--- src/rtl/lgf_pkg.sv ---
// Shared constants, tables and control types of the lattice gamma factor engine.
package lgf_pkg;

   localparam logic [1:0] CMD_CLEAR  = 2'd0;
   localparam logic [1:0] CMD_APPEND = 2'd1;
   localparam logic [1:0] CMD_QUERY  = 2'd2;

   localparam logic [1:0] ST_OK      = 2'd0;
   localparam logic [1:0] ST_EMPTY   = 2'd1;
   localparam logic [1:0] ST_DROPPED = 2'd2;

   // floor(2^64 / (2*pi)) split into 32-bit halves.
   localparam logic [31:0] INV_2PI_HI = 32'h28BE60DB;
   localparam logic [31:0] INV_2PI_LO = 32'h9391054A;

   localparam logic signed [33:0] CORDIC_GAIN = 34'sd652032874;
   localparam logic [31:0]        EIGHTH_TURN = 32'h20000000;

   typedef struct packed {
      logic       take;
      logic       idx_clr;
      logic       idx_inc;
      logic       mem_rd;
      logic       ang_clr;
      logic       mul_go;
      logic       mul_use;
      logic [1:0] comp;
      logic [2:0] part;
      logic       cor_init;
      logic       cor_step;
      logic [4:0] cor_k;
      logic       acc_go;
      logic       sum_clr;
      logic       div_load;
      logic       div_step;
      logic       out_load;
   } lgf_cmd_type;

   typedef struct packed {
      logic cnt_zero;
      logic last_nbr;
   } lgf_sts_type;

   // atan(2^-k) in units of 2^-32 turn.
   function automatic logic [31:0] atan_turns(input logic [4:0] k);
      logic [31:0] v;
      case (k)
         5'd0: v = 32'd536870912;
         5'd1: v = 32'd316933405;
         5'd2: v = 32'd167458907;
         5'd3: v = 32'd85004756;
         5'd4: v = 32'd42667331;
         5'd5: v = 32'd21354465;
         5'd6: v = 32'd10679838;
         5'd7: v = 32'd5340245;
         5'd8: v = 32'd2670163;
         5'd9: v = 32'd1335086;
         5'd10: v = 32'd667544;
         5'd11: v = 32'd333772;
         5'd12: v = 32'd166886;
         5'd13: v = 32'd83443;
         5'd14: v = 32'd41721;
         5'd15: v = 32'd20860;
         5'd16: v = 32'd10430;
         5'd17: v = 32'd5215;
         5'd18: v = 32'd2607;
         5'd19: v = 32'd1303;
         5'd20: v = 32'd651;
         5'd21: v = 32'd325;
         5'd22: v = 32'd162;
         5'd23: v = 32'd81;
         5'd24: v = 32'd40;
         5'd25: v = 32'd20;
         5'd26: v = 32'd10;
         5'd27: v = 32'd5;
         5'd28: v = 32'd2;
         5'd29: v = 32'd1;
         default: v = 32'd0;
      endcase
      return v;
   endfunction

endpackage

--- src/rtl/lgf_ctrl.sv ---
// Sequencer of the lattice gamma factor engine.
module lgf_ctrl #(
   parameter int CORDIC_STEPS = 24,
   parameter int SUM_W        = 41
) (
   input  logic                clock,
   input  logic                reset,
   input  logic                req_tvalid,
   input  logic [1:0]          req_cmd,
   output logic                req_tready,
   output logic                rsp_tvalid,
   input  logic                rsp_tready,
   output lgf_pkg::lgf_cmd_type cmd,
   input  lgf_pkg::lgf_sts_type sts
);

   localparam int SW = $clog2(SUM_W + CORDIC_STEPS);

   typedef enum logic [3:0] {
      S_IDLE, S_RD, S_MULA, S_MULB, S_CINIT, S_CSTEP, S_ACC, S_DIVL, S_DIV, S_FIN
   } state_type;

   state_type     state_ff;
   logic          rsp_valid_ff;
   logic [1:0]    comp_ff;
   logic [2:0]    part_ff;
   logic [SW-1:0] step_ff;

   assign req_tready = (state_ff == S_IDLE);
   assign rsp_tvalid = rsp_valid_ff;

   always_comb begin
      cmd       = '0;
      cmd.comp  = comp_ff;
      cmd.part  = part_ff;
      cmd.cor_k = step_ff[4:0];
      case (state_ff)
         S_IDLE: begin
            cmd.take = req_tvalid;
            if (req_tvalid && req_cmd == lgf_pkg::CMD_QUERY) begin
               cmd.idx_clr = 1'b1;
               cmd.sum_clr = 1'b1;
            end
         end
         S_RD: begin
            cmd.mem_rd  = 1'b1;
            cmd.ang_clr = 1'b1;
         end
         S_MULA:  cmd.mul_go = 1'b1;
         S_MULB:  cmd.mul_use = 1'b1;
         S_CINIT: cmd.cor_init = 1'b1;
         S_CSTEP: cmd.cor_step = 1'b1;
         S_ACC: begin
            cmd.acc_go  = 1'b1;
            cmd.idx_inc = !sts.last_nbr;
         end
         S_DIVL: cmd.div_load = 1'b1;
         S_DIV:  cmd.div_step = 1'b1;
         S_FIN:  cmd.out_load = !rsp_valid_ff || rsp_tready;
         default: cmd.take = 1'b0;
      endcase
   end

   always_ff @(posedge clock) begin
      if (reset) begin
         state_ff     <= S_IDLE;
         rsp_valid_ff <= 1'b0;
         comp_ff      <= '0;
         part_ff      <= '0;
         step_ff      <= '0;
      end else begin
         if (rsp_valid_ff && rsp_tready) begin
            rsp_valid_ff <= 1'b0;
         end
         case (state_ff)
            S_IDLE: begin
               if (req_tvalid && req_cmd == lgf_pkg::CMD_QUERY) begin
                  state_ff <= sts.cnt_zero ? S_FIN : S_RD;
               end
            end
            S_RD: begin
               comp_ff  <= '0;
               part_ff  <= '0;
               state_ff <= S_MULA;
            end
            S_MULA: state_ff <= S_MULB;
            S_MULB: begin
               if (part_ff == 3'd4) begin
                  part_ff <= '0;
                  if (comp_ff == 2'd2) begin
                     state_ff <= S_CINIT;
                  end else begin
                     comp_ff  <= comp_ff + 2'd1;
                     state_ff <= S_MULA;
                  end
               end else begin
                  part_ff  <= part_ff + 3'd1;
                  state_ff <= S_MULA;
               end
            end
            S_CINIT: begin
               step_ff  <= '0;
               state_ff <= S_CSTEP;
            end
            S_CSTEP: begin
               step_ff <= step_ff + 1'b1;
               if (step_ff == SW'(CORDIC_STEPS - 1)) begin
                  state_ff <= S_ACC;
               end
            end
            S_ACC: state_ff <= sts.last_nbr ? S_DIVL : S_RD;
            S_DIVL: begin
               step_ff  <= '0;
               state_ff <= S_DIV;
            end
            S_DIV: begin
               step_ff <= step_ff + 1'b1;
               if (step_ff == SW'(SUM_W - 1)) begin
                  state_ff <= S_FIN;
               end
            end
            S_FIN: begin
               if (!rsp_valid_ff || rsp_tready) begin
                  rsp_valid_ff <= 1'b1;
                  state_ff     <= S_IDLE;
               end
            end
            default: state_ff <= S_IDLE;
         endcase
      end
   end

   a_fin_sets_valid: assert property (@(posedge clock) disable iff (reset)
      cmd.out_load |=> rsp_valid_ff) else $error("result not presented after load");

   a_cordic_bound: assert property (@(posedge clock) disable iff (reset)
      state_ff == S_CSTEP |-> step_ff < SW'(CORDIC_STEPS)) else $error("CORDIC step overrun");

   a_div_bound: assert property (@(posedge clock) disable iff (reset)
      state_ff == S_DIV |-> step_ff < SW'(SUM_W)) else $error("divider step overrun");

   a_no_accept_busy: assert property (@(posedge clock) disable iff (reset)
      state_ff != S_IDLE |-> !cmd.take) else $error("item taken while busy");

endmodule

--- config.mk ---
export PLATFORM = sky130hd
export DESIGN_NAME = lgf_ctrl
export DESIGN_NICKNAME = d
export VERILOG_FILES = /design/src/rtl/lgf_pkg.sv /design/src/rtl/lgf_ctrl.sv
export SDC_FILE = /design/constraint.sdc
export NUM_CORES = 1
export LEC_CHECK = 0
export ABC_CLOCK_PERIOD_IN_PS = 1800
export BUFFER_PORTS_ARGS = -buffer_cell sky130_fd_sc_hd__buf_2
export CAP_MARGIN = 10
export CORE_ASPECT_RATIO = 1.4
export CORE_MARGIN = 3
export CORE_UTILIZATION = 25
export CTS_CLUSTER_DIAMETER = 80
export DETAILED_ROUTE_END_ITERATION = 8
export GPL_TIMING_DRIVEN = 0
export PLACE_DENSITY = 0.5
export SYNTH_ARGS = -nofsm -noshare
export SYNTH_HDL_FRONTEND = slang
export SYNTH_SLANG_ARGS = --single-unit
--- constraint.sdc ---
create_clock -name clock -period 1.8 [get_ports clock]
set_input_delay 0.18 -clock clock [delete_from_list [all_inputs] [get_ports clock]]
set_output_delay 0.18 -clock clock [all_outputs]
set_load 0.005 [all_outputs]
; ---- After elaboration in Yosys (flattened, before gate mapping)
; Index checks and enable logic that the tools add are counted.
[op_classes]
addsub = 3
n_mul = 0
n_div = 0
n_lt_le_gt_ge = 0
eq_ne = 20
shift = 0
mux = 31
n_bitwise = 0
reduce_logical = 12
[op_table]
columns = cell, n
row1 = $pmux 4 s10, 1
row2 = $mux 4, 6
row3 = $eq 4x3->1 const B, 4
row4 = $mux 1, 15
row5 = $pmux 7 s2, 1
row6 = $ne 2x2->1 const B, 5
row7 = $mux 3, 3
row8 = $eq 4x2->1 const B, 2
row9 = $eq 4x4->1 const B, 2
row10 = $add 7x1->7 const B, 1
row11 = $eq 7x5->1 const B, 1
row12 = $eq 7x6->1 const B, 1
row13 = $mux 2, 3
row14 = $pmux 3 s2, 1
row15 = $eq 2x2->1 const B, 2
row16 = $eq 4x1->1 const B, 1
row17 = $logic_not 4->1, 1
row18 = $pmux 2 s2, 1
row19 = $reduce_and 4->1, 1
row20 = $reduce_bool 2->1, 2
row21 = $reduce_or 2->1, 2
row22 = $add 3x1->3 const B, 1
row23 = $eq 3x3->1 const B, 1
row24 = $reduce_and 3->1, 1
row25 = 5 further kinds, 7
[word_totals]
ff_bits = 17
latchBits = 0
ramBits = 0
rom_bits = 0
out_inout_bits = 26
wordCells = 71
memories = 0

; ---- Depth between registers and ports, before layout
; Gate-level depths: netlist of run 1.
[depth]
ltp_word = 4
ltp_mapped = 6
mapped_depth_nobuf = 6

; ---- Worst setup path before layout of run 1
; OpenSTA, ideal clock, no wires.
[synth_path]
path_type = reg2reg
from = register state_ff[1]
to = register state_ff[0]
setup_time_ps = 123
t_arrival_ps = 1543
required_time_ps = 1677
slack_ps = 133
stages_incl_launch_ff = 6
n_path_buf = 1
synth_period_minus_slack_ps = 1667
path_cell_list = dfxtp_1 buf_2 or4bb_1 a2bb2oi_1 nand3_2 mux2_1
[synth_between]
elab_chain_cells = 3
word_cells_on_any_way = 16
[synth_rtl]
columns = element, line_no
row1 = from (decl), lgf_ctrl.sv:23  ; state_type state_ff;
row2 = from (signal assigned), lgf_ctrl.sv:78  ; state_ff <= sts.cnt_zero ? S_FIN : S_RD;
row3 = from (signal assigned), lgf_ctrl.sv:111  ; S_ACC: state_ff <= sts.last_nbr ? S_DIVL : S_RD;
row4 = "$eq 4x4->1, or another cell as far along", lgf_ctrl.sv:75  ; case (state_ff)
row5 = $ne 2x2->1 (no line) or $ne 2x1->1 (tied branches), --
row6 = $reduce_and 4->1 (no line), --
; Several ways; a longest one is shown, not always the timed one.
; A chain may end at the register's enable or synchronous reset.

; ---- Final worst setup path of run 1
[layout_path]
from = register state_ff[0]
to = register state_ff[0]
; Same word-level chain as after synthesis.

==> impl_results.rst, run 1 <==
.. list-table::
   :header-rows: 1

   * - Metric
     - Value
   * - Port Buffer Count
     - 32
   * - Post-Syn Area per Cell
     - 8.20 µm²
   * - Global-route wire length before repair
     - 4.71 mm
   * - Yosys top cell area share
     - 29.2%
   * - Detailed-route wire length
     - 2.84 mm
   * - Peak VDD IR
     - 349 µV
   * - Met1 GRT Util
     - 12.9%
   * - Total of flip-flops plus latches after synthesis
     - 17
   * - Tcrit/Tclk final
     - 94.1%
   * - Syn Inst Count
     - 142
   * - Highest Clock Rate
     - 590 MHz
   * - Crit path max-delay cell type
     - sky130_fd_sc_hd__or4bb_1
   * - Root buffer cell
     - sky130_fd_sc_hd__clkbuf_8
   * - Post-DP HPWL
     - 2.12 mm
   * - Peak fanout along the critical path
     - 8
   * - Via/cell ratio
     - 4.79
   * - Number of antenna violations at the first check in global routing
     - 0
   * - Actual slew at the worst max-slew pin
     - 503 ps
   * - Hold WC Path Type
     - input pin to register
   * - Synth Warn #
     - 0
   * - Clock network latency to the later pin of the worst-skew pair
     - 250 ps
   * - Maximum Capacitance Violations
     - 0
   * - Number of synthesized flops with an enable pin
     - 0
   * - Leak Pwr
     - 0.601 nW
   * - Slew HR
     - 66.5%
   * - Global-route track usage on met3
     - 2.08%
   * - Element type at the critical path start
     - register
   * - Total Nets Final
     - 191
   * - Syn-to-layout area delta
     - 28.1%
   * - Setup total negative slack
     - 0 ps
   * - Hold violation count in the final report
     - 0
   * - Most instantiated library cell after synthesis
     - sky130_fd_sc_hd__dfxtp_1
   * - Portion of the post-synthesis area used by sequential elements
     - 29.2%
   * - Routed WL per cell
     - 12.0 µm
   * - Overall overflow remaining after global route
     - 0
   * - Met2 routing resource usage after global routing
     - 17.9%
   * - # rows
     - 28
   * - Final weighted congestion in routability-driven placement
     - 0.796
   * - Mapped Area
     - 1160 µm²
   * - Leading cell types by count after synthesis
     - sky130_fd_sc_hd__dfxtp_1 (17), sky130_fd_sc_hd__nand2_1 (10), sky130_fd_sc_hd__a21oi_1 (8), sky130_fd_sc_hd__buf_4 (8), sky130_fd_sc_hd__nor2_1 (8)
   * - Post-cts hold buffer count
     - 0
   * - Initial core utilization
     - 26.8%
   * - Cell area after layout
     - 1490 µm²
   * - Dominant synthesized flop cell
     - sky130_fd_sc_hd__dfxtp_1
   * - Critical Path End Type
     - register
   * - Final Critical Period
     - 1690 ps
   * - Via count of the first global-routing pass
     - 1037
   * - Cell Area, Placed
     - 1400 µm²
   * - Data required time of the worst path
     - 1940 ps
   * - Number of H-tree levels
     - 1
   * - Setup violation total in the final timing report
     - 0
   * - Result of the run
     - finished, final reports clean
   * - Power per cell area
     - 945 nW/µm²
   * - Number of pins with negative max-slew slack in the final report
     - 0
   * - Cell-by-cell listing of the critical path
     - or4bb_1, a2bb2oi_1, nand3_2, mux2_1
   * - GRT Util Overall
     - 10.4%
   * - End of the critical path
     - state_ff[0]
   * - Layer with the highest usage
     - met2
   * - Overall die height
     - 86.8 µm
   * - Antenna Cells
     - 0
   * - Maximum clock skew at final layout
     - 2.87 ps
   * - Number of remaining DRC errors
     - 0
   * - Largest cells by area after synthesis
     - sky130_fd_sc_hd__dfxtp_1 (29%), sky130_fd_sc_hd__ha_1 (5.4%), sky130_fd_sc_hd__buf_4 (5.2%)
   * - Cell variety after synth
     - 47
   * - Number of cells in the design after placement
     - 234
   * - Top Ports
     - 34
   * - Source of the critical timing path
     - state_ff[0]
   * - Setup CP Type
     - register to register
   * - Number of optimization iterations in the first detailed-route pass
     - 4
   * - Cell taking the most area after synthesis
     - sky130_fd_sc_hd__dfxtp_1
   * - Number of buffers between clock root and the deepest sink
     - 2
   * - Maximum number of pins on one net before global-route repair
     - 11
   * - Share of flip-flops with an asynchronous set or reset
     - 0%
   * - Number of nets in the synthesized netlist
     - 155
   * - DRT antenna net count
     - 0
   * - Crit Reg-Reg Startpoint
     - state_ff[0]
   * - Critical path's largest stage delay
     - 540 ps
   * - Total die area
     - 5530 µm²
   * - Proportion of layout cells with a drive suffix above 1
     - 35.6%
   * - Clock Pin Slew Worst Setup and Hold Paths
     - 70 ps
   * - # clock sinks
     - 17
   * - Cts bufs inserted
     - 3
   * - Slack of the worst reg-to-reg path
     - 110 ps
   * - Worst reg2reg endpoint
     - state_ff[0]
   * - Worst Reg-to-Reg Cells
     - 4
   * - CORE AREA
     - 4340 µm²
   * - CTS tree
     - built
   * - First-iteration detailed-routing DRC count
     - 26
   * - Post-route non-filler standard cell count
     - 237
   * - Vias after detailed routing
     - 1136
   * - Die width
     - 63.7 µm
   * - Setup repair after global routing missed its margin
     - false
   * - Worst path arrival time
     - 1830 ps
final cells by class:
type / count / area (µm²)
flip-flops and latches: 17 / 348
plain buffers: 15 / 104
inverters: 7 / 26.3
multi-input cells: 101 / 727
repair buffers: 33 / 168
well taps: 60 / 75.1
fillers: 492 / 2850
clock buffers: 4 / 45.0
through the flow:
step / power (mW) / setup slack, ps / utilization (%) / hold slack [ps]
final: 1.41 / 106 / 34.4 / 240
after global routing: 1.52 / 3.57 / 34.4 / 246
after CTS: 1.39 / -33.3 / 33.7 / 240
after detailed placement: 1.06 / 30.6 / 32.2 / 490
after global placement: 1.06 / 20.4 / 32.2 / 487
after floorplan: 0.883 / 133 / - / 396
layer usage:
metal  vias to the layer above  wire length [µm]  part of all wire, %
li1                        586                 -                    -
met1                       516              1330                   47
met2                        29              1340                   47
met3                         5               138                  4.9
met4                         0                35                  1.2
met5                         -                 0                    0
cells by family after synthesis:
| kind of cell | after synthesis | share of synthesized area, % |
|---|---|---|
| flops | 17 | 29.2 |
| fa+ha+maj | 5 | 5.37 |
| buf+inv | 24 | 11.3 |
| mux | 2 | 1.83 |
| simple gates | 60 | 31.4 |
| compound gates | 34 | 20.9 |
placed cells by master (no fill, tap or decap), drive strengths merged, types with 5 or more instances in the layout:
cell type,count
buf,42
dfxtp,17
nand2,10
clkbuf,10
a21oi,9
nor2,8
inv,7
nor3,7
nand2b,6
a311oi,6
ha,5
o21ai,5
critical path: cells and delay by family (launching register included):
kind             cells  cell delay (ps)
AO/OA/AOI/OAI        1              180
flip-flops           1              410
AND/OR/NAND/NOR      2              670
multiplexers         1              320
where the power goes:
part / internal, mW / switching [mW] / leakage [nW]
combinational: 0.312 / 0.335 / 0.439
sequential: 0.418 / 0.0559 / 0.139
clock: 0.157 / 0.132 / 0.0228
repair_timing:
item	4_1_cts	5_1_grt
pin swaps	0	3
setup endpoints to repair	5	11
setup buffers	0	1
resized for setup	4	15
sequential cells by signal, indices dropped and copies added, names as in the netlist:
signal	cells
step_ff	7
rsp_tvalid	1
part_ff	3
comp_ff	2
state_ff	4
worst min path at each step:
stage | depth (start not counted) | slack [ps] | from | endpoint
floorplan | 1 | 400 | sts[0] | cmd[21]
global placement | 2 | 490 | part_ff[0] | part_ff[0]
detailed placement | 2 | 490 | part_ff[0] | part_ff[0]
CTS | 3 | 240 | rsp_tready | rsp_tvalid
global route | 3 | 250 | rsp_tready | rsp_tvalid
finish | 3 | 240 | rsp_tready | rsp_tvalid
No activity file was read; power rests on OpenSTA's default activity.
==> run 2: changes to the inputs <==
--- a/config.mk
+++ b/config.mk
@@ -13,8 +13,7 @@
 export CORE_UTILIZATION = 25
 export CTS_CLUSTER_DIAMETER = 80
 export DETAILED_ROUTE_END_ITERATION = 8
-export GPL_TIMING_DRIVEN = 0
-export PLACE_DENSITY = 0.5
+export PLACE_DENSITY = 0.48
 export SYNTH_ARGS = -nofsm -noshare
 export SYNTH_HDL_FRONTEND = slang
 export SYNTH_SLANG_ARGS = --single-unit
==> run 2 against run 1 <==
Net effect: global-route usage up 1.0 points; utilization down 1.7 points; critical path depth unchanged; die area unchanged; cell area down 5.0%; cell count down 3.0%; hold slack worse by 2.7 ps; routed wire length up 4.5%; critical path type unchanged; largest power group unchanged.
==> impl_results.rst, run 2 (synthesized netlist as in run 1, its figures left out) <==
.. list-table::
   :header-rows: 1

   * - Metric
     - Value
   * - Result of the run
     - finished, final reports clean
   * - Maximum Capacitance Violations
     - 0 (unchanged)
   * - Setup repair after global routing missed its margin
     - false
   * - Vias after detailed routing
     - 1129 (-0.62%)
   * - Top flop regs
     - step_ff: 7 flops, state_ff: 4 flops, part_ff: 3 flops
   * - First-iteration detailed-routing DRC count
     - 45 (+73%)
   * - Post-DP HPWL
     - 2.22 mm (+4.4%)
   * - Top Ports
     - 34 (unchanged)
   * - Port Buffer Count
     - 33 (+3.1%)
   * - Cell type group with the largest total delay on the critical path
     - simple AND/OR/NAND/NOR gates
   * - Largest register by flop count
     - step_ff
   * - GRT Util Overall
     - 11.4% (+1.0 points)
   * - Cts bufs inserted
     - 3 (unchanged)
   * - Critical Path End Type
     - register
   * - Routed WL per cell
     - 12.9 µm (+7.7%)
   * - Leak Pwr
     - 0.568 nW (-5.5%)
   * - Area taken by flip-flops and latches
     - 343 µm² (-1.4%)
   * - Root buffer cell
     - sky130_fd_sc_hd__clkbuf_8
   * - Element type at the critical path start
     - register
   * - Via/cell ratio
     - 4.91 (+2.4%)
   * - Overall die height
     - 86.8 µm (unchanged)
   * - Power per cell area
     - 961 nW/µm² (+1.7%)
   * - Combined buffer and inverter count along the critical path
     - 0 (unchanged)
   * - Peak fanout along the critical path
     - 6 (-2)
   * - Clock Pin Slew Worst Setup and Hold Paths
     - 70 ps (about the same)
   * - Clock network latency to the later pin of the worst-skew pair
     - 260 ps (about the same)
   * - Post-CTS setup buffer count
     - 0 (unchanged)
   * - Syn-to-layout area delta
     - 21.7%
   * - Antenna Cells
     - 0 (unchanged)
   * - Multi-input gate area in the final layout
     - 702 µm² (-3.4%)
   * - Setup total negative slack
     - 0 ps (unchanged)
   * - Tcrit/Tclk final
     - 95.7% (+1.6 points)
   * - Setup violation total in the final timing report
     - 0 (unchanged)
   * - Data required time of the worst path
     - 1940 ps (about the same)
   * - Highest Clock Rate
     - 581 MHz (-1.7%)
   * - Peak VDD IR
     - 281 µV (-20%)
   * - Setup CP Type
     - register to register
   * - Number of pins with negative max-slew slack in the final report
     - 0 (unchanged)
   * - Most used cells in the layout excluding fill and tap cells
     - sky130_fd_sc_hd__buf_2 (33), sky130_fd_sc_hd__dfxtp_1 (15), sky130_fd_sc_hd__nand2_1 (10)
   * - Fillers
     - 498 (+1.2%)
   * - Maximum number of pins on one net before global-route repair
     - 19 (+8)
   * - DRT antenna net count
     - 0 (unchanged)
   * - Hold WC Path Type
     - input pin to register
   * - Total Nets Final
     - 184 (-3.7%)
   * - Hold violation count in the final report
     - 0 (unchanged)
   * - Number of antenna violations at the first check in global routing
     - 0 (unchanged)
   * - Maximum clock skew at final layout
     - 3.78 ps (+0.912 ps)
   * - Slew HR
     - 76.2% (+9.7 points)
   * - Final weighted congestion in routability-driven placement
     - 0.733 (-7.9%)
   * - Critical path's largest stage delay
     - 550 ps (about the same)
   * - Detailed-route wire length
     - 2.97 mm (+4.5%)
   * - Proportion of layout cells with a drive suffix above 1
     - 32.9% (-2.7 points)
   * - Crit path max-delay cell type
     - sky130_fd_sc_hd__or4bb_1
   * - Actual slew at the worst max-slew pin
     - 353 ps (-150 ps)
   * - Number of buffers between clock root and the deepest sink
     - 2 (unchanged)
   * - Total die area
     - 5530 µm² (unchanged)
   * - Flip-flop count of the largest register, all copies and words added
     - 7 (unchanged)
   * - Initial core utilization
     - 26.8% (unchanged)
   * - Final Critical Period
     - 1720 ps (+28.8 ps)
   * - Die width
     - 63.7 µm (unchanged)
   * - Number of optimization iterations in the first detailed-route pass
     - 4 (unchanged)
   * - Global-route wire length before repair
     - 5.03 mm (+6.7%)
   * - # rows
     - 28 (unchanged)
   * - Number of remaining DRC errors
     - 0 (unchanged)
   * - CORE AREA
     - 4340 µm² (unchanged)
   * - Number of H-tree levels
     - 1 (unchanged)
   * - # clock sinks
     - 17 (unchanged)
   * - Most common library cell in the layout ignoring fill and taps
     - sky130_fd_sc_hd__buf_2
   * - Cell-by-cell listing of the critical path
     - or4bb_1, a2bb2oi_1, nand3_2, mux2_1
   * - Worst path arrival time
     - 1860 ps (+30 ps)
   * - Design Power
     - 1.36 mW (-3.4%)
   * - Via count of the first global-routing pass
     - 1112 (+7.2%)
   * - CTS tree
     - built
   * - Overall overflow remaining after global route
     - 0 (unchanged)
## run 2: cell count changes in the layout (fill, tap and decap cells not counted), sizes merged
cell	before	now
clkinv	0	1
clkbuf	10	3
buf	42	41
## run 2: what timing repair did
item | CTS | global route
gates resized for setup | 0 | 4
endpoints found under the setup margin | 0 | 3
hold buffers | 0 | 0
## run 2: layout make-up
| cell class | instances | share of cell area, % |
|---|---|---|
| well taps | 60 | 5.30 |
| clock buffers | 3 | 2.91 |
| inverters | 7 | 1.85 |
| multi-input cells | 101 | 49.5 |
| flip-flops and latches | 17 | 24.2 |
| clock inverters | 1 | 0.353 |
| repair buffers | 41 | 15.9 |
## run 2: worst paths after layout
| kind | start | end | slack [ps] | cells past startpoint |
|---|---|---|---|---|
| setup / recovery | state_ff[0] | state_ff[0] | 80 | 4 |
| hold / removal | rsp_tready | rsp_tvalid | 240 | 3 |
| setup reg to reg | state_ff[0] | state_ff[0] | 80 | 4 |
| hold reg to reg | part_ff[0] | part_ff[0] | 500 | 2 |
## run 2: worst register-to-register path, stage by stage (launching register included)
cell and delay (ps):
sky130_fd_sc_hd__dfxtp_1 430, sky130_fd_sc_hd__or4bb_1 550, sky130_fd_sc_hd__a2bb2oi_1 180, sky130_fd_sc_hd__nand3_2 130, sky130_fd_sc_hd__mux2_1 330
## run 2: per-layer routing
metal	part of all wire [%]	GRT usage, %	vias to the layer above	wire length [µm]
met2	49	19.2	26	1460
met5	0	0	-	0
li1	-	-	569	-
met4	2.1	5.89	0	61
met3	4.1	2.20	5	121
met1	45	13.8	529	1330
## run 2: through the flow
step	setup WS [ps]	hold slack [ps]	cells	area [µm²]	util (%)
finish	77.4	237	230	1420	32.6
global route	1.74	236	230	1420	32.6
CTS	61.3	234	230	1410	32.4
detailed placement	104	487	226	1360	31.3
global placement	150	477	226	1360	31.3
floorplan	133	396	142	1160	-
## run 2: report_power, final
group,internal (mW),switching [mW],total [mW]
registers,0.412,0.0460,0.458
logic,0.281,0.329,0.610
clock network,0.154,0.142,0.296
total,0.846,0.517,1.36
==> run 3: changes to the inputs <==
==> config.mk (replaced) <==
export PLATFORM = sky130hd
export DESIGN_NAME = lgf_ctrl
export DESIGN_NICKNAME = d
export VERILOG_FILES = /design/src/rtl/lgf_pkg.sv /design/src/rtl/lgf_ctrl.sv
export SDC_FILE = /design/constraint.sdc
export NUM_CORES = 1
export LEC_CHECK = 0
export ABC_CLOCK_PERIOD_IN_PS = 1900
export BUFFER_PORTS_ARGS = -buffer_cell sky130_fd_sc_hd__buf_2
export CAP_MARGIN = 10
export CORE_ASPECT_RATIO = 1.4
export CORE_MARGIN = 3
export CORE_UTILIZATION = 50
export CTS_CLUSTER_DIAMETER = 80
export DETAILED_ROUTE_END_ITERATION = 8
export PLACE_DENSITY = 0.79
export SYNTH_ARGS = -nofsm -noshare
export SYNTH_HDL_FRONTEND = slang
export SYNTH_SLANG_ARGS = --single-unit
==> constraint.sdc (replaced) <==
create_clock -name clock -period 1.9 [get_ports clock]
set_input_delay 0.19 -clock clock [delete_from_list [all_inputs] [get_ports clock]]
set_output_delay 0.19 -clock clock [all_outputs]
set_load 0.005 [all_outputs]
==> run 3 against run 2 <==
Net effect: via count increased by 0.89%; die area shrank 47%; clock-buffer cell count unchanged; sequential power is 4% lower; critical path type is now register to output pin.
==> impl_results.rst, run 3 (synthesized netlist as in run 1, its figures left out) <==
.. list-table::
   :header-rows: 1

   * - Metric
     - Value
   * - Post-DP HPWL
     - 1.97 mm (-11%)
   * - Number of optimization iterations in the first detailed-route pass
     - 4 (unchanged)
   * - Fillers
     - 218 (-56%)
   * - Util after Layout
     - 61.5% (+29 points)
   * - Global-route wire length before repair
     - 4.47 mm (-11%)
   * - Port Buffer Count
     - 33 (unchanged)
   * - Root buffer cell
     - sky130_fd_sc_hd__clkbuf_4
   * - Overall overflow remaining after global route
     - 0 (unchanged)
   * - Worst Reg-to-Reg Cells
     - 4 (unchanged)
   * - Total Nets Final
     - 183 (-0.54%)
   * - Data required time of the worst path
     - 1710 ps (-230 ps)
   * - Relative contribution of the clock network to total power
     - 16.8% (-4.9 points)
   * - # rows
     - 20 (-29%)
   * - Overall die height
     - 63.1 µm (-27%)
   * - Setup CP Type
     - register to output pin
   * - Element type at the critical path start
     - register
   * - Net switching power figure
     - 0.483 mW (-6.4%)
   * - Top Ports
     - 34 (unchanged)
   * - First-iteration detailed-routing DRC count
     - 16 (-64%)
   * - Quantity of gates resized following cts
     - 1 (+1)
   * - Crit Reg-Reg Startpoint
     - state_ff[0]
   * - Peak fanout along the critical path
     - 9 (+3)
   * - Detailed-route wire length
     - 2.69 mm (-9.2%)
   * - Proportion of power drawn by combinational gates
     - 47.1% (+2.4 points)
   * - Total die area
     - 2950 µm² (-47%)
   * - CORE AREA
     - 2200 µm² (-49%)
   * - Clock network latency to the later pin of the worst-skew pair
     - 300 ps (+40 ps)
   * - Slack of the worst reg-to-reg path
     - 110 ps (+30 ps)
   * - Final weighted congestion in routability-driven placement
     - 0.848 (+16%)
   * - Actual slew at the worst max-slew pin
     - 492 ps (+140 ps)
   * - Number of antenna violations at the first check in global routing
     - 0 (unchanged)
   * - Flip-flop count of the largest register, all copies and words added
     - 7 (unchanged)
   * - Critical Path End Type
     - output pin
   * - Setup total negative slack
     - 0 ps (unchanged)
   * - Post-CTS setup buffer count
     - 0 (unchanged)
   * - Setup violation total in the final timing report
     - 0 (unchanged)
   * - Setup repair after global routing missed its margin
     - false
   * - Leak Pwr
     - 0.559 nW (-1.6%)
   * - Total internal power
     - 0.736 mW (-13%)
   * - Hold violation count in the final report
     - 0 (unchanged)
   * - Portion of total power attributed to sequential cells
     - 36.1% (+2.5 points)
   * - DRT antenna net count
     - 0 (unchanged)
   * - Proportion of layout cells with a drive suffix above 1
     - 32.0% (-0.99 points)
   * - Number of buffers between clock root and the deepest sink
     - 2 (unchanged)
   * - Cts bufs inserted
     - 3 (unchanged)
   * - Peak VDD IR
     - 502 µV (+78%)
   * - Maximum clock skew at final layout
     - 9.59 ps (+5.82 ps)
   * - Final Critical Period
     - 1800 ps
   * - Met2 routing resource usage after global routing
     - 32.3% (+13 points)
   * - GRT Util Overall
     - 19.9% (+8.4 points)
   * - Result of the run
     - finished, final reports clean
   * - Syn-to-layout area delta
     - 16.3%
   * - Proportion of total power due to net switching
     - 39.7% (+1.8 points)
   * - Via/cell ratio
     - 5.96 (+21%)
   * - Clock Pin Slew Worst Setup and Hold Paths
     - 100 ps (+30 ps)
   * - Maximum Capacitance Violations
     - 0 (unchanged)
   * - End point of the worst hold path
     - rsp_tvalid
   * - Worst path arrival time
     - 1610 ps (-250 ps)
   * - Layer with the highest usage
     - met2
   * - Number of pins with negative max-slew slack in the final report
     - 0 (unchanged)
   * - Source of the critical timing path
     - state_ff[3]
   * - Power per cell area
     - 900 nW/µm² (-6.4%)
   * - Vias after detailed routing
     - 1139 (+0.89%)
   * - Hold WC Path Type
     - input pin to register
   * - Source of the worst hold timing path
     - rsp_tready
   * - Routed WL per cell
     - 14.1 µm (+9.3%)
   * - Most used cells in the layout excluding fill and tap cells
     - sky130_fd_sc_hd__buf_2 (33), sky130_fd_sc_hd__dfxtp_1 (16), sky130_fd_sc_hd__nand2_1 (10)
   * - Top flop regs
     - step_ff: 7 flops, state_ff: 4 flops, part_ff: 3 flops
   * - Initial core utilization
     - 52.9% (+26 points)
   * - Slew HR
     - 67.1% (-9.1 points)
   * - Most common library cell in the layout ignoring fill and taps
     - sky130_fd_sc_hd__buf_2
   * - Number of H-tree levels
     - 1 (unchanged)
   * - Global-route track usage on met3
     - 3.14% (+0.94 points)
   * - Number of remaining DRC errors
     - 0 (unchanged)
   * - Worst reg2reg endpoint
     - state_ff[0]
   * - Largest register by flop count
     - step_ff
   * - Cell count of the worst hold path
     - 3 (unchanged)
   * - Highest Clock Rate
     - 556 MHz
   * - Antenna Cells
     - 0 (unchanged)
   * - Post-cts hold buffer count
     - 0 (unchanged)
   * - Maximum number of pins on one net before global-route repair
     - 19 (unchanged)
   * - # clock sinks
     - 17 (unchanged)
   * - Tcrit/Tclk final
     - 94.7%
   * - Die width
     - 46.8 µm (-27%)
   * - Met1 GRT Util
     - 23.8% (+10 points)
   * - Via count of the first global-routing pass
     - 1032 (-7.2%)
   * - CTS tree
     - built
run 3: per-stage QoR:
stage	instances	instance area [µm²]	setup slack [ps]	total power, mW	hold WS [ps]
final	191	1360	100	1.22	222
after global placement	187	1310	214	0.962	481
after global routing	191	1360	1.20	1.30	240
after floorplan	142	1160	233	0.837	410
after detailed placement	187	1310	108	0.986	495
after CTS	191	1340	53.1	1.20	203
run 3: how the worst max path moves through the flow:
stage | to | slack, ps | cells after the start
floorplan | state_ff[0] | 230 | 5
global placement | state_ff[0] | 210 | 4
detailed placement | state_ff[0] | 110 | 4
CTS | cmd[22] | 50 | 5
global route | cmd[3] | 1 | 5
finish | cmd[3] | 100 | 5
run 3: power groups by stage:
stage / clock (mW) / sequential (mW) / combinational, mW
floorplan: 0 / 0.423 / 0.414
global placement: 0 / 0.437 / 0.526
detailed placement: 0 / 0.442 / 0.544
CTS: 0.210 / 0.436 / 0.554
global route: 0.225 / 0.450 / 0.628
finish: 0.205 / 0.441 / 0.574
run 3: layout make-up:
cell class	count	area (µm²)	area share, %
multi-input cells	101	714	52.7
flip-flops and latches	17	342	25.2
repair buffers	40	218	16.1
well taps	22	27.5	2.03
inverters	7	26.3	1.94
clock buffers	3	22.5	1.66
clock inverters	1	5.00	0.369
run 3: layer usage:
metal	up-vias	wire, µm
met2	48	1310
met5	-	0
li1	569	-
met4	0	67
met1	515	1090
met3	7	226
run 3: worst max-delay path, cell delays in order, from the launching register on:
cell and delay (ps):
sky130_fd_sc_hd__dfxtp_1 370, sky130_fd_sc_hd__buf_4 190, sky130_fd_sc_hd__nor4_4 300, sky130_fd_sc_hd__and2_1 170, sky130_fd_sc_hd__and3b_1 170, sky130_fd_sc_hd__buf_2 110
